### src/hw/rtl/aip_pkg.sv
package aip_pkg;

   typedef enum logic [2:0] {
      PH_IDLE,
      PH_LEAD,
      PH_AFTER_SIGN,
      PH_FIRST,
      PH_DIGITS
   } phase_type;

   typedef struct packed {
      logic       valid;
      logic [5:0] value;
   } digit_type;

   localparam int CSR_INDEX_WIDTH = 1;
   localparam int CSR_DATA_WIDTH  = 6;
   localparam int BASE_WIDTH      = 6;
   localparam int OFFSET_OUT_WIDTH = 16;

   localparam logic [CSR_INDEX_WIDTH-1:0] CSR_BASE_SELECT = 1'd0;
   localparam logic [CSR_INDEX_WIDTH-1:0] CSR_SIGNED_MODE = 1'd1;

   localparam logic [BASE_WIDTH-1:0] BASE_AUTO  = 6'd0;
   localparam logic [BASE_WIDTH-1:0] BASE_OCT   = 6'd8;
   localparam logic [BASE_WIDTH-1:0] BASE_DEC   = 6'd10;
   localparam logic [BASE_WIDTH-1:0] BASE_HEX   = 6'd16;
   localparam logic [BASE_WIDTH-1:0] BASE_RESET = 6'd10;

   localparam logic [7:0] CH_SPACE = 8'h20;
   localparam logic [7:0] CH_TAB   = 8'h09;
   localparam logic [7:0] CH_LF    = 8'h0A;
   localparam logic [7:0] CH_VT    = 8'h0B;
   localparam logic [7:0] CH_FF    = 8'h0C;
   localparam logic [7:0] CH_CR    = 8'h0D;
   localparam logic [7:0] CH_PLUS  = 8'h2B;
   localparam logic [7:0] CH_MINUS = 8'h2D;
   localparam logic [7:0] CH_ZERO  = 8'h30;
   localparam logic [7:0] CH_NINE  = 8'h39;
   localparam logic [7:0] CH_UP_A  = 8'h41;
   localparam logic [7:0] CH_UP_X  = 8'h58;
   localparam logic [7:0] CH_UP_Z  = 8'h5A;
   localparam logic [7:0] CH_LO_A  = 8'h61;
   localparam logic [7:0] CH_LO_X  = 8'h78;
   localparam logic [7:0] CH_LO_Z  = 8'h7A;
   localparam logic [7:0] LETTER_BIAS = 8'd10;

   function automatic digit_type char_digit(input logic [7:0] c);
      digit_type  d;
      logic [7:0] v;
      d.valid = 1'b1;
      v       = 8'd0;
      if (c >= CH_ZERO && c <= CH_NINE) begin
         v = c - CH_ZERO;
      end else if (c >= CH_LO_A && c <= CH_LO_Z) begin
         v = c - CH_LO_A + LETTER_BIAS;
      end else if (c >= CH_UP_A && c <= CH_UP_Z) begin
         v = c - CH_UP_A + LETTER_BIAS;
      end else begin
         d.valid = 1'b0;
      end
      d.value = v[5:0];
      return d;
   endfunction

endpackage

### src/hw/rtl/ascii_integer_parser.sv
// Parses an integer from a character stream, one character per transfer, the first
// character of each string flagged in req_tuser. The block takes one character every
// clock cycle while req_tready is high. A result that ends while the output register
// waits on rsp_tready goes into a holding register, so req_tready drops only while a
// second result waits behind the first; it comes straight from that register and never
// depends on rsp_tready. The character that ends the number (NUL or any non-digit of
// the base) loads its result into the output register if free, else into the holding
// register. The rate is set by the accumulator loop: one VALUE_WIDTH by 6 bit multiply
// and add with its overflow check completes every cycle. Base and signed mode are
// sampled on the first character of a string and should be written only while idle.
module ascii_integer_parser #(
   parameter int VALUE_WIDTH  = 64,
   parameter int OFFSET_WIDTH = 16
) (
   input  logic clock,
   input  logic reset,

   input  logic       req_tvalid,
   output logic       req_tready,
   input  logic [7:0] req_tdata,   // [7:0] ch
   input  logic       req_tuser,   // [0] start_req

   output logic rsp_tvalid,
   input  logic rsp_tready,
   // [VALUE_WIDTH-1:0] value, then 16 bits end_offset, zero padded to whole bytes
   output logic [((VALUE_WIDTH+aip_pkg::OFFSET_OUT_WIDTH+7)/8)*8-1:0] rsp_tdata,
   output logic [1:0] rsp_tuser,   // [0] saturated, [1] no_digits

   input  logic                                 csr_valid,
   output logic                                 csr_ready,
   input  logic [aip_pkg::CSR_INDEX_WIDTH-1:0]  csr_index,
   input  logic [aip_pkg::CSR_DATA_WIDTH-1:0]   csr_wdata
);

   localparam int RSP_WIDTH = ((VALUE_WIDTH + aip_pkg::OFFSET_OUT_WIDTH + 7) / 8) * 8;
   localparam int MAC_WIDTH = VALUE_WIDTH + aip_pkg::BASE_WIDTH + 1;
   localparam int OUT_WIDTH = VALUE_WIDTH + aip_pkg::OFFSET_OUT_WIDTH;

   logic [aip_pkg::BASE_WIDTH-1:0] base_select_ff;
   logic                           signed_mode_ff;

   aip_pkg::phase_type             phase_ff, phase_in, eff_phase;
   logic [VALUE_WIDTH-1:0]         acc_ff, acc_in, eff_acc;
   logic [aip_pkg::BASE_WIDTH-1:0] base_ff, base_in, eff_base;
   logic                           neg_ff, neg_in, eff_neg;
   logic [OFFSET_WIDTH-1:0]        pos_ff, pos_in, eff_pos;
   logic                           ovf_ff, ovf_in, eff_ovf;
   logic                           lz_ff, lz_in, eff_lz;
   logic                           msigned_ff, eff_signed;

   logic                 rsp_valid_ff;
   logic [OUT_WIDTH-1:0] rsp_data_ff;
   logic [1:0]           rsp_flags_ff;
   logic                 hold_valid_ff;
   logic [OUT_WIDTH-1:0] hold_data_ff;
   logic [1:0]           hold_flags_ff;
   logic                 out_free;
   logic [OUT_WIDTH-1:0] emit_data;
   logic [1:0]           emit_flags;

   logic [7:0]         ch;
   logic               req_fire;
   aip_pkg::digit_type dig;
   logic is_space, is_plus, is_minus, is_zero, is_x;
   logic lead_like, skip_space, take_sign, take_plus, first_go, first_zero;
   logic lz_step, x_skip, digit_go, digit_ok, consumed, emit, advance;
   logic [aip_pkg::BASE_WIDTH-1:0] digit_base;
   logic [MAC_WIDTH-1:0]           mac;
   logic                           mac_ovf;
   logic [VALUE_WIDTH-1:0]         emit_value;
   logic [OFFSET_WIDTH+aip_pkg::OFFSET_OUT_WIDTH-1:0] pos_ext;
   logic [aip_pkg::OFFSET_OUT_WIDTH-1:0] emit_offset;

   assign ch         = req_tdata;
   assign req_tready = !hold_valid_ff;
   assign req_fire   = req_tvalid && req_tready;
   assign csr_ready  = 1'b1;

   always_ff @(posedge clock) begin
      if (reset) begin
         base_select_ff <= aip_pkg::BASE_RESET;
         signed_mode_ff <= 1'b1;
      end else if (csr_valid) begin
         case (csr_index)
            aip_pkg::CSR_BASE_SELECT: base_select_ff <= csr_wdata;
            aip_pkg::CSR_SIGNED_MODE: signed_mode_ff <= csr_wdata[0];
            default: ;
         endcase
      end
   end

   // A start character restarts the parse from a clean state.
   assign eff_phase  = req_tuser ? aip_pkg::PH_LEAD : phase_ff;
   assign eff_acc    = req_tuser ? '0 : acc_ff;
   assign eff_base   = req_tuser ? base_select_ff : base_ff;
   assign eff_neg    = req_tuser ? 1'b0 : neg_ff;
   assign eff_pos    = req_tuser ? '0 : pos_ff;
   assign eff_ovf    = req_tuser ? 1'b0 : ovf_ff;
   assign eff_lz     = req_tuser ? 1'b0 : lz_ff;
   assign eff_signed = req_tuser ? signed_mode_ff : msigned_ff;

   assign dig      = aip_pkg::char_digit(ch);
   assign is_space = ch == aip_pkg::CH_SPACE || ch == aip_pkg::CH_TAB ||
                     ch == aip_pkg::CH_LF || ch == aip_pkg::CH_CR ||
                     ch == aip_pkg::CH_FF || ch == aip_pkg::CH_VT;
   assign is_plus  = ch == aip_pkg::CH_PLUS;
   assign is_minus = ch == aip_pkg::CH_MINUS;
   assign is_zero  = ch == aip_pkg::CH_ZERO;
   assign is_x     = ch == aip_pkg::CH_LO_X || ch == aip_pkg::CH_UP_X;

   assign lead_like  = eff_phase == aip_pkg::PH_LEAD || eff_phase == aip_pkg::PH_AFTER_SIGN;
   assign skip_space = lead_like && is_space;
   assign take_sign  = eff_phase == aip_pkg::PH_LEAD && eff_signed && (is_plus || is_minus);
   assign take_plus  = (eff_phase == aip_pkg::PH_LEAD && !eff_signed && is_plus) ||
                       (eff_phase == aip_pkg::PH_AFTER_SIGN && is_plus);
   assign first_go   = (lead_like && !skip_space && !take_sign && !take_plus) ||
                       eff_phase == aip_pkg::PH_FIRST;
   assign first_zero = first_go && is_zero &&
                       (eff_base == aip_pkg::BASE_AUTO || eff_base == aip_pkg::BASE_HEX);
   assign lz_step    = eff_phase == aip_pkg::PH_DIGITS && eff_lz;
   assign x_skip     = lz_step && is_x;
   assign digit_go   = (first_go && !first_zero) ||
                       (eff_phase == aip_pkg::PH_DIGITS && !x_skip);
   assign consumed   = eff_phase == aip_pkg::PH_DIGITS;

   always_comb begin
      digit_base = eff_base;
      if (eff_base == aip_pkg::BASE_AUTO) begin
         if (first_go) begin
            digit_base = aip_pkg::BASE_DEC;
         end else if (lz_step) begin
            digit_base = aip_pkg::BASE_OCT;
         end
      end
   end

   assign digit_ok = dig.valid && dig.value < digit_base;
   assign emit     = req_fire && digit_go && !digit_ok;
   assign advance  = skip_space || take_sign || take_plus || first_zero || x_skip ||
                     (digit_go && digit_ok);

   assign mac     = MAC_WIDTH'(eff_acc) * MAC_WIDTH'(digit_base) + MAC_WIDTH'(dig.value);
   assign mac_ovf = |mac[MAC_WIDTH-1:VALUE_WIDTH];

   always_comb begin
      phase_in = eff_phase;
      if (digit_go && !digit_ok) begin
         phase_in = aip_pkg::PH_IDLE;
      end else if (take_sign) begin
         phase_in = aip_pkg::PH_AFTER_SIGN;
      end else if (take_plus) begin
         phase_in = aip_pkg::PH_FIRST;
      end else if (first_zero || x_skip || (digit_go && digit_ok)) begin
         phase_in = aip_pkg::PH_DIGITS;
      end
   end

   always_comb begin
      acc_in  = eff_acc;
      ovf_in  = eff_ovf;
      neg_in  = take_sign ? is_minus : eff_neg;
      lz_in   = first_zero ? 1'b1 : (lz_step ? 1'b0 : eff_lz);
      base_in = eff_base;
      pos_in  = eff_pos;
      if (x_skip) begin
         if (eff_base == aip_pkg::BASE_AUTO) begin
            base_in = aip_pkg::BASE_HEX;
         end
      end else if (digit_go) begin
         base_in = digit_base;
      end
      if (digit_go && digit_ok && !eff_ovf) begin
         if (mac_ovf) begin
            acc_in = '1;
            ovf_in = 1'b1;
         end else begin
            acc_in = mac[VALUE_WIDTH-1:0];
         end
      end
      if (advance && eff_pos != '1) begin
         pos_in = eff_pos + 1'b1;
      end
      pos_ext     = {{aip_pkg::OFFSET_OUT_WIDTH{1'b0}}, eff_pos};
      emit_offset = pos_ext[aip_pkg::OFFSET_OUT_WIDTH-1:0];
      emit_value  = eff_neg ? (~eff_acc + 1'b1) : eff_acc;
      if (eff_signed && !consumed) begin
         emit_value  = '0;
         emit_offset = '0;
      end
   end

   always_ff @(posedge clock) begin
      if (reset) begin
         phase_ff   <= aip_pkg::PH_IDLE;
         ovf_ff     <= 1'b0;
         lz_ff      <= 1'b0;
         msigned_ff <= 1'b0;
      end else if (req_fire) begin
         phase_ff   <= phase_in;
         ovf_ff     <= ovf_in;
         lz_ff      <= lz_in;
         msigned_ff <= eff_signed;
      end
   end

   always_ff @(posedge clock) begin
      if (req_fire) begin
         acc_ff  <= acc_in;
         base_ff <= base_in;
         neg_ff  <= neg_in;
         pos_ff  <= pos_in;
      end
   end

   assign out_free   = !rsp_valid_ff || rsp_tready;
   assign emit_data  = {emit_offset, emit_value};
   assign emit_flags = {!consumed, eff_ovf};

   always_ff @(posedge clock) begin
      if (reset) begin
         rsp_valid_ff  <= 1'b0;
         hold_valid_ff <= 1'b0;
      end else if (out_free) begin
         if (hold_valid_ff) begin
            rsp_valid_ff  <= 1'b1;
            hold_valid_ff <= 1'b0;
         end else begin
            rsp_valid_ff <= emit;
         end
      end else if (emit) begin
         hold_valid_ff <= 1'b1;
      end
   end

   always_ff @(posedge clock) begin
      if (out_free) begin
         if (hold_valid_ff) begin
            rsp_data_ff  <= hold_data_ff;
            rsp_flags_ff <= hold_flags_ff;
         end else if (emit) begin
            rsp_data_ff  <= emit_data;
            rsp_flags_ff <= emit_flags;
         end
      end else if (emit) begin
         hold_data_ff  <= emit_data;
         hold_flags_ff <= emit_flags;
      end
   end

   assign rsp_tvalid = rsp_valid_ff;
   assign rsp_tdata  = RSP_WIDTH'(rsp_data_ff);
   assign rsp_tuser  = rsp_flags_ff;

   // A new result is only ever loaded by a character transfer.
   assert property (@(posedge clock) disable iff (reset)
      $rose(rsp_valid_ff) |-> $past(req_fire))
      else $error("result appeared without a character transfer");

   // Emitting a result always returns the parser to idle.
   assert property (@(posedge clock) disable iff (reset)
      emit |=> phase_ff == aip_pkg::PH_IDLE)
      else $error("parser not idle after a result");

   // Saturation pins the accumulator at all ones.
   assert property (@(posedge clock) disable iff (reset)
      ovf_ff |-> acc_ff == {VALUE_WIDTH{1'b1}})
      else $error("overflowed accumulator is not saturated");

   // A pending leading zero only exists while digits are being collected.
   assert property (@(posedge clock) disable iff (reset)
      lz_ff |-> phase_ff == aip_pkg::PH_DIGITS)
      else $error("leading zero flag outside the digit phase");

   // Overflow needs at least one digit, so both flags never show together.
   assert property (@(posedge clock) disable iff (reset)
      rsp_valid_ff |-> !(rsp_flags_ff[0] && rsp_flags_ff[1]))
      else $error("result both saturated and without digits");

   // The holding register only fills behind a result that is already waiting.
   assert property (@(posedge clock) disable iff (reset)
      hold_valid_ff |-> rsp_valid_ff)
      else $error("held result without a result in the output register");

endmodule
### config.mk
export PLATFORM = sky130hd
export DESIGN_NAME = ascii_integer_parser
export DESIGN_NICKNAME = d
export VERILOG_FILES = /design/src/hw/rtl/aip_pkg.sv /design/src/hw/rtl/ascii_integer_parser.sv
export SDC_FILE = /design/constraint.sdc
export NUM_CORES = 1
export LEC_CHECK = 0
export BUFFER_PORTS_ARGS = -buffer_cell sky130_fd_sc_hd__buf_2
export CAP_MARGIN = 20
export CELL_PAD_IN_SITES_DETAIL_PLACEMENT = 0
export CELL_PAD_IN_SITES_GLOBAL_PLACEMENT = 1
export CORE_MARGIN = 2
export CORE_UTILIZATION = 54
export DETAILED_ROUTE_END_ITERATION = 12
export GPL_ROUTABILITY_DRIVEN = 0
export PLACE_DENSITY_LB_ADDON = 0.1
export SLEW_MARGIN = 5
export SYNTH_ARGS = -nofsm -noshare
export SYNTH_HDL_FRONTEND = slang
export SYNTH_SLANG_ARGS = --single-unit
### constraint.sdc
create_clock -name clock -period 46.5 [get_ports clock]
set_input_delay 9.3 -clock clock [delete_from_list [all_inputs] [get_ports clock]]
set_output_delay 9.3 -clock clock [all_outputs]
set_load 0.03 [all_outputs]
==> qor.yml, run 1 <==
switchingPower_uw: 475.8
skew_ns: 0.02646
worst_pin_slew_ns: 1.192
postCtsHoldBufs: 0
synthMuxAreaShare: 0.01009
critPathSlowestCell: "buf_4"
synthAdderAreaFrac: 0.2652
p_per_area_mw_per_mm2: 37.85
dp.final_hpwl_um: 58050
cts_tree: "built"
diodes: 0
pin_count: 106
die_y_um: 227.2
synth-compound-area-share: 0.1404
grt.overflow.total: 0
power_frac_clock: 0.228
cts_root_buffer: "clkbuf_16"
path_class: "primary input to flop"
wire_per_inst_um: 21.88
swShare: 0.4362
placed_area_mm2: 0.02776
vdd.ir_drop.worst_mv: 0.02796
grt_pass1_wl_um: 121900
fmax_ghz: 0.05469
drv_cap: 0
rows: 81
postSynthCellCount: 2845
core-area_mm2: 0.04905
p_leak_nw: 12.15
yosys.area.top_type: "edfxtp_1"
synth_top_family_by_area: "adder cells"
yosysSeqAreaShare: 0.2913
stdcell_count: 3507
synthArstFlopShare: 0
finalSetupViolCount: 0
nets: 3258
clockBufferDepth: 3
synth_cell_types: 81
drt_first_pass_iters: 5
port_buffers: 104
stdcell_area_mm2: 0.02882
vias: 21631
worstPathRequired_ns: 46.79
areaGrowthSynthToFinish_pct: 7.120
crit_top_cell: "buf_4"
avgSynthCellArea_um2: 9.457
fin_crit_sh: 0.3932
clk_pin_slew_ns: 0.07
dieArea_mm2: 0.05162
insertion_delay_ns: 0.59
numPlacedInstances: 3448
drt_iter0_markers: 2090
synth_edf_count: 251
combPwrFrac: 0.489
cts_sinks: 266
p_seq_frac: 0.283
antenna_found_initial: 0
synthTopCellsByArea: "edfxtp_1, fa_1, ha_1, and2_1, nor2_1"
outcome: "finished clean"
vias_per_cell: 6.168
synth-simple-area-share: 0.2121
grt_usage: 0.3020
max_slew_margin: 0.2039
syn_area_mm2: 0.02690
ys.flop_type: "edfxtp_1"
initial_core_util: 0.5485
critPathCaptureType: "flop"
h-tree-depth: 1
drcViolationCount: 0
yosysWarningCount: 0
final_core_utilization: 0.5875
max_stage_delay_ns: 0.72
ys_ff_latch: 266
cp.buffers_inverters: 5
cts_setup_buffers: 0
crit_path_start_kind: "primary input"
synth_top_area_share: 0.2801
drive_gt1_frac: 0.08723
rsz0062_at_grt: "no"
die_width_um: 227.2
cts_buffers: 31
crit_family: "buffers and inverters"
antenna_left: 0
final_max_slew_viol_count: 0
finalHoldViolCount: 0
period_minus_slack_ns: 18.28
grt_max_degree: 93
synthXorXnorAreaFrac: 0.04037
p_int_uw: 615.1
finalSetupTns_ns: 0
arrival_ns: 18.57
hold_path_class: "flop to flop"
cts_resized: 0
syn_nets: 3285
grt_pass1_vias: 21440
wl_um: 76750
cp_max_fo: 65
[placed cells by master (no fill, tap or decap), drive strengths merged, types with 7 or more instances in the layout]
cell	count
nand4	41
or3	19
a21boi	7
ha	167
nor3	31
nand2	276
clkbuf	42
buf	134
dfxtp	15
inv	91
a31oi	74
a21o	38
o21a	12
nor2b	73
mux2i	8
and2	261
xor2	76
o21bai	17
nand3	37
o211ai	13
nor4	18
or4	20
a21oi	165
nand2b	10
o31ai	101
xnor2	48
o41ai	13
fa	252
or2	13
edfxtp	251
clkinv	7
mux2	17
and3	11
nor2	324
o21ai	89
[power groups by stage]
stage | combinational, mW | sequential, mW | clock, mW
floorplan | 0.375 | 0.316 | 0
global placement | 0.516 | 0.313 | 0
detailed placement | 0.523 | 0.313 | 0
CTS | 0.527 | 0.308 | 0.252
global route | 0.591 | 0.311 | 0.260
finish | 0.534 | 0.309 | 0.248
[per-stage QoR]
stage	power, mW	worst slack [ns]	hold WS, ns
floorplan	0.6907	25.50	0.4498
global placement	0.8287	28.08	0.4726
detailed placement	0.8357	27.87	0.4800
CTS	1.086	28.47	0.4920
global route	1.162	27.75	0.5260
finish	1.091	28.22	0.4972
[path summary, 6_finish.rpt]
| check | from | to | slack, ns | cells after the start |
|---|---|---|---|---|
| worst max register to register | phase_ff[0] | acc_ff[33] | 36.92 | 27 |
| worst min-delay path | ovf_ff | ovf_ff | 0.50 | 2 |
| worst min register to register | ovf_ff | ovf_ff | 0.50 | 2 |
| worst max-delay path | req_tuser | acc_ff[33] | 28.22 | 26 |
[cell type report]
type	instances	area [µm²]
clock inverters	16	171.4
fillers	4313	20230
clock buffers	42	867.1
flip-flops and latches	266	7841
multi-input cells	2300	18030
well taps	664	830.8
inverters	85	320.3
repair buffers	134	760.7
[synthesized netlist by cell type, types with 76 or more instances]
cell and number:
a21oi_1 165, and2_1 260, clkbuf_1 169, edfxtp_1 251, fa_1 252, ha_1 167
inv_1 84, nand2_1 276, nor2_1 324, o21ai_0 83, o31ai_1 97, xor2_1 76
[logic make-up after synthesis]
group           count (synthesis)
buf+inv                       279
compound gates                581
mux                            25
other cells                     1
fa+ha+maj                     419
simple gates                 1150
flops                         266
xor+xnor                      124
[registers in the layout, summed over array words and instances (netlist names)]
| name | cells |
|---|---|
| hold_data_ff | 80 |
| rsp_tdata | 80 |
| acc_ff | 64 |
| pos_ff | 16 |
| base_ff | 6 |
| base_select_ff | 6 |
| phase_ff | 3 |
| hold_flags_ff | 2 |
| rsp_tuser | 2 |
| hold_valid_ff | 1 |
| lz_ff | 1 |
| msigned_ff | 1 |
| neg_ff | 1 |
| ovf_ff | 1 |
| rsp_tvalid | 1 |
| signed_mode_ff | 1 |
[tightest hold or removal path: cells and delay by family (launching register included)]
family             cells  cell delay, ns
and+or+nand+nor        1            0.07
AOI/OAI and AO/OA      1            0.07
DFF                    1            0.31
[per-layer routing]
metal	GRT usage	share of wire
met1	0.4539	0.46
met3	0.05898	0.088
met4	0.07738	0.025
met2	0.4471	0.43
met5	0	0
Note: power is estimated with default switching activity, not from simulation.
==> inputs of run 2 (changes only) <==
Settings changed: ABC_AREA set to 1, CORE_UTILIZATION 54 to 44.
Clock period 46.5 ns to 16.6 ns, I/O delays scaled along.
==> run 2 against run 1 <==
Effect of this change: clock skew is 0.011 ns lower; sequential share of layout area is 1.9 points lower; total power grew to 3.3 times the previous value; flip-flop and latch count stayed put; largest power group unchanged; highest routed layer unchanged.
==> qor.yml, run 2 <==
outcome: "finished clean"
hold_path_class: "flop to flop"
swShare: 0.4834
grt_usage: 0.2761
combPwrFrac: 0.570
grt_busiest_layer: "met1"
finalSetupViolCount: 0
rsz0062_at_grt: "no"
finalHoldViolCount: 0
syn_area_mm2: 0.02885
clockBufferDepth: 3
synth_cell_types: 62
period_minus_slack_ns: 10.94
clk_pin_slew_ns: 0.06
nets: 4257
worstPathRequired_ns: 17.02
vdd.ir_drop.worst_mv: 0.08052
syn_nets: 4206
grt_max_degree: 71
met3_usage: 0.04055
layout_common_cells: "nand2_1, nor2_1, inv_1"
p_int_mw: 1.857
ys_ff_latch: 266
cts_resized: 0
die_width_um: 260.0
drt_first_pass_iters: 5
fill_cells: 6571
crit_path_start_kind: "primary input"
antenna_left: 0
fin_crit_sh: 0.6591
dp.final_hpwl_um: 72020
skew_ns: 0.01514
cts_setup_buffers: 0
switchingPower_mw: 1.738
insertion_delay_ns: 0.57
cts_tree: "built"
p_seq_frac: 0.240
grt_use_met2: 0.4050
vias_per_cell: 5.193
drcViolationCount: 0
core-area_mm2: 0.06458
reg2reg_setup_slack_ns: 8.83
critPathCaptureType: "flop"
yosysSeqAreaShare: 0.2717
cts_sinks: 266
diodes: 0
avgSynthCellArea_um2: 7.660
initial_core_util: 0.4467
cts_root_buffer: "clkbuf_16"
drt_iter0_markers: 2213
synth_edf_count: 251
antenna_found_initial: 0
path_class: "primary input to flop"
areaGrowthSynthToFinish_pct: 7.552
yosysWarningCount: 0
synth_common_cells: "nand2_1, nor2_1, inv_1, fa_1, edfxtp_1"
dieArea_mm2: 0.06762
fmax_ghz: 0.09140
vias: 24364
final_common_cell: "nand2_1"
power_frac_clock: 0.190
rows: 93
critPathSlowestCell: "buf_4"
p_per_area_mw_per_mm2: 115.9
drv_cap: 0
h-tree-depth: 1
yosysMostFrequentCell: "nand2_1"
grtUsageMet1: 0.4293
wl_um: 91400
synthTopCellsByArea: "edfxtp_1, fa_1, nand2_1, nor2_1, ha_1"
port_buffers: 104
cts_buffers: 28
postCtsHoldBufs: 0
cp_max_fo: 65
p_leak_nw: 15.75
seqCellArea_mm2: 0.007841
arrival_ns: 11.36
synthArstFlopShare: 0
postSynthCellCount: 3766
multi_input_area_mm2: 0.01837
grt_pass1_vias: 24164
final_max_slew_viol_count: 0
max_slew_margin: 0.2984
worst_pin_slew_ns: 1.052
grt.overflow.total: 0
pin_count: 106
synth_top_area_share: 0.2613
drive_gt1_frac: 0.09721
max_stage_delay_ns: 0.68
crit_top_cell: "nand2_1"
finalSetupTns_ns: 0
wire_per_inst_um: 19.48
grt_pass1_wl_um: 144000
yosys.area.top_type: "edfxtp_1"
ys.flop_type: "edfxtp_1"
fin_hold_ws_ns: 0.4650
die_y_um: 260.0
[run 2: changes by cell type after synthesis, moves of 50 or more]
cell,before,now
o21ai_2,1,51
nand3_1,37,129
o31ai_1,97,2
nor2b_1,73,0
nand2_1,276,1069
clkbuf_1,169,52
a31oi_1,74,6
nor2_1,324,603
inv_1,84,516
and2_1,260,3
[run 2: cells by family after synthesis]
group	Yosys count	synth area share
adder cells (fa/ha/maj)	419	0.2473
XOR/XNOR	71	0.02156
buffers and inverters	655	0.09304
flip-flops	266	0.2717
AO/OA/AOI/OAI	353	0.07361
other	1	0.0001300
AND/OR/NAND/NOR	2001	0.2926
[run 2: cell type report]
cell class | instances | area share
Clock buffer | 36 | 0.02424
Clock inverter | 14 | 0.007259
Inverter | 547 | 0.06642
Multi-Input combinational cell | 2845 | 0.5920
Sequential cell | 266 | 0.2527
Tap cell | 855 | 0.03448
Timing Repair Buffer | 129 | 0.02283
[run 2: final timing paths]
check,end,startpoint,cells after the start
max,acc_ff[4],req_tuser,38
min,base_select_ff[1],base_select_ff[1],2
max reg2reg,acc_ff[4],base_ff[0],38
min reg2reg,base_select_ff[1],base_select_ff[1],2
[run 2: stage by stage]
step	instances	power [mW]	util	area (µm²)	worst slack (ns)
after floorplan	3766	2.280	-	28850	6.479
after global placement	4642	2.898	0.4653	30050	5.202
after detailed placement	4642	2.891	0.4653	30050	5.158
after CTS	4692	3.591	0.4804	31020	5.713
after global routing	4692	3.872	0.4804	31020	4.986
final	4692	3.595	0.4804	31020	5.660
[run 2: critical path, delay by kind of cell]
family                     cells  cell delay (ns)
and+or+nand+nor               21             2.46
adders and majority gates      5             2.41
buffers and inverters          9             2.51
AOI/OAI and AO/OA              3             0.52
[run 2: metal layers]
layer  routed length, µm  part of all wire
met1               44060              0.48
met2               38410              0.42
met3                7166             0.078
met4                1762             0.019
met5                   0                 0
[run 2: power groups by stage]
stage | Combinational (mW) | Sequential, mW | Clock (mW)
floorplan | 1.37 | 0.911 | 0
CTS | 2.03 | 0.863 | 0.697
detailed placement | 2.01 | 0.878 | 0
global placement | 2.02 | 0.877 | 0
finish | 2.05 | 0.863 | 0.683
global route | 2.28 | 0.870 | 0.721
==> inputs of run 3 (changes only) <==
Clock period 16.6 ns to 9.3 ns, I/O delays scaled along.
==> run 3 against run 2 <==
Effect of this change: via count increased by 0.17%; combinational power up 79%; sequential share of layout area about the same; utilization about the same; global-route usage down 0.29 points; non-clock buffer count is 10 higher; critical path type unchanged; largest cell class unchanged.
==> qor.yml, run 3 (synthesis results as in run 2) <==
outcome: "finished clean"
areaGrowthSynthToFinish_pct: 7.651
skew_ns: 0.02513
cts_resized: 0
p_per_area_mw_per_mm2: 204.1
grt_max_degree: 69
whs_endpoint: "base_select_ff[1]"
r2r_end: "acc_ff[3]"
max_slew_margin: 0.3192
fill_cells: 6631
rows: 93
postCtsHoldBufs: 0
port_buffers: 104
cp_max_fo: 62
finalHoldViolCount: 0
r2r-start: "base_ff[2]"
fmax_ghz: 0.1192
die_y_um: 260.0
crit_path_start_kind: "primary input"
h-tree-depth: 1
worst_pin_slew_ns: 1.021
insertion_delay_ns: 0.57
hold_path_class: "flop to flop"
cts_root_buffer: "clkbuf_16"
nets: 4266
stdcell_count: 4701
critPathCaptureType: "flop"
arrival_ns: 8.69
holdPathStages: 2
total_power_mw: 6.337
antenna_left: 0
numPlacedInstances: 4652
final_core_utilization: 0.4808
drv_cap: 0
finalSetupTns_ns: 0
dieArea_mm2: 0.06762
path_class: "primary input to flop"
seqCellArea_mm2: 0.007841
wl_um: 91080
power_frac_clock: 0.178
drive_gt1_frac: 0.1004
critPathSlowestCell: "fa_1"
clk_pin_slew_ns: 0.07
vdd.ir_drop.worst_mv: 0.1600
p_leak_nw: 15.78
core-area_mm2: 0.06458
grt_pass1_wl_um: 143200
antenna_found_initial: 0
cts_setup_buffers: 0
p_int_mw: 3.234
clockBufferDepth: 3
final_common_cell: "nand2_1"
layout_common_cells: "nand2_1, nor2_1, inv_1"
hp-start: "base_select_ff[1]"
reg2reg_setup_slack_ns: 2.13
final_max_slew_viol_count: 0
drcViolationCount: 0
vias: 24406
rsz0062_at_grt: "no"
swShare: 0.4897
period_minus_slack_ns: 8.386
pin_count: 106
cts_sinks: 266
drt_first_pass_iters: 6
worstPathRequired_ns: 9.60
grt_usage: 0.2732
p_seq_frac: 0.243
grt.overflow.total: 0
max_stage_delay_ns: 0.59
multi_input_area_mm2: 0.01837
cts_buffers: 27
wire_per_inst_um: 19.37
vias_per_cell: 5.192
drt_iter0_markers: 1920
diodes: 0
crit_start: "req_tdata[1]"
initial_core_util: 0.4467
combPwrFrac: 0.579
switchingPower_mw: 3.104
finalSetupViolCount: 0
r2r_cells: 29
crit_top_cell: "nand2_1"
cts_tree: "built"
die_width_um: 260.0
fin_crit_sh: 0.9018
dp.final_hpwl_um: 72900
grt_pass1_vias: 23977
[run 3: area by class of cell]
| class | instances | share of cell area |
|---|---|---|
| Clock buffer | 32 | 0.02301 |
| Tap cell | 855 | 0.03445 |
| Timing Repair Buffer | 139 | 0.02643 |
| Multi-Input combinational cell | 2845 | 0.5915 |
| Clock inverter | 17 | 0.005762 |
| Sequential cell | 266 | 0.2525 |
| Inverter | 547 | 0.06636 |
[run 3: through the flow]
step | instance area, µm² | setup WS, ns | hold WS, ns
CTS | 31050 | 0.9918 | 0.4692
floorplan | 28850 | 0.6392 | 0.4282
global route | 31050 | 0.3296 | 0.4863
detailed placement | 30160 | 0.4340 | 0.4556
finish | 31050 | 0.9136 | 0.4704
global placement | 30160 | 0.4674 | 0.4498
[run 3: critical path: cells and delay by family]
family | cells | cell delay, ns
AO/OA/AOI/OAI | 4 | 0.76
AND/OR/NAND/NOR | 18 | 2.21
adder cells (fa/ha/maj) | 6 | 2.54
buffers and inverters | 9 | 1.18
[run 3: worst max path at each step]
| stage | to | cells after the start |
|---|---|---|
| floorplan | rsp_tdata[0] | 21 |
| global placement | acc_ff[4] | 28 |
| detailed placement | acc_ff[3] | 37 |
| CTS | acc_ff[3] | 37 |
| global route | acc_ff[4] | 38 |
| finish | acc_ff[3] | 37 |
[run 3: power groups by stage]
| stage | Sequential (mW) | Combinational [mW] | Clock [mW] |
|---|---|---|---|
| 4_1_cts | 1.54 | 3.63 | 1.15 |
| 6_report | 1.54 | 3.67 | 1.13 |
| 5_1_grt | 1.55 | 4.09 | 1.18 |
| 3_5_place_dp | 1.57 | 3.60 | 0 |
| 3_3_place_gp | 1.57 | 3.63 | 0 |
| 2_1_floorplan | 1.63 | 2.44 | 0 |
[run 3: metal layers]
| metal | wire length, µm | track usage | up-vias |
|---|---|---|---|
| li1 | - | - | 11964 |
| met3 | 6634 | 0.04805 | 82 |
| met1 | 44500 | 0.4176 | 11612 |
| met5 | 0 | 0 | - |
| met2 | 38010 | 0.4004 | 748 |
| met4 | 1940 | 0.05987 | 0 |
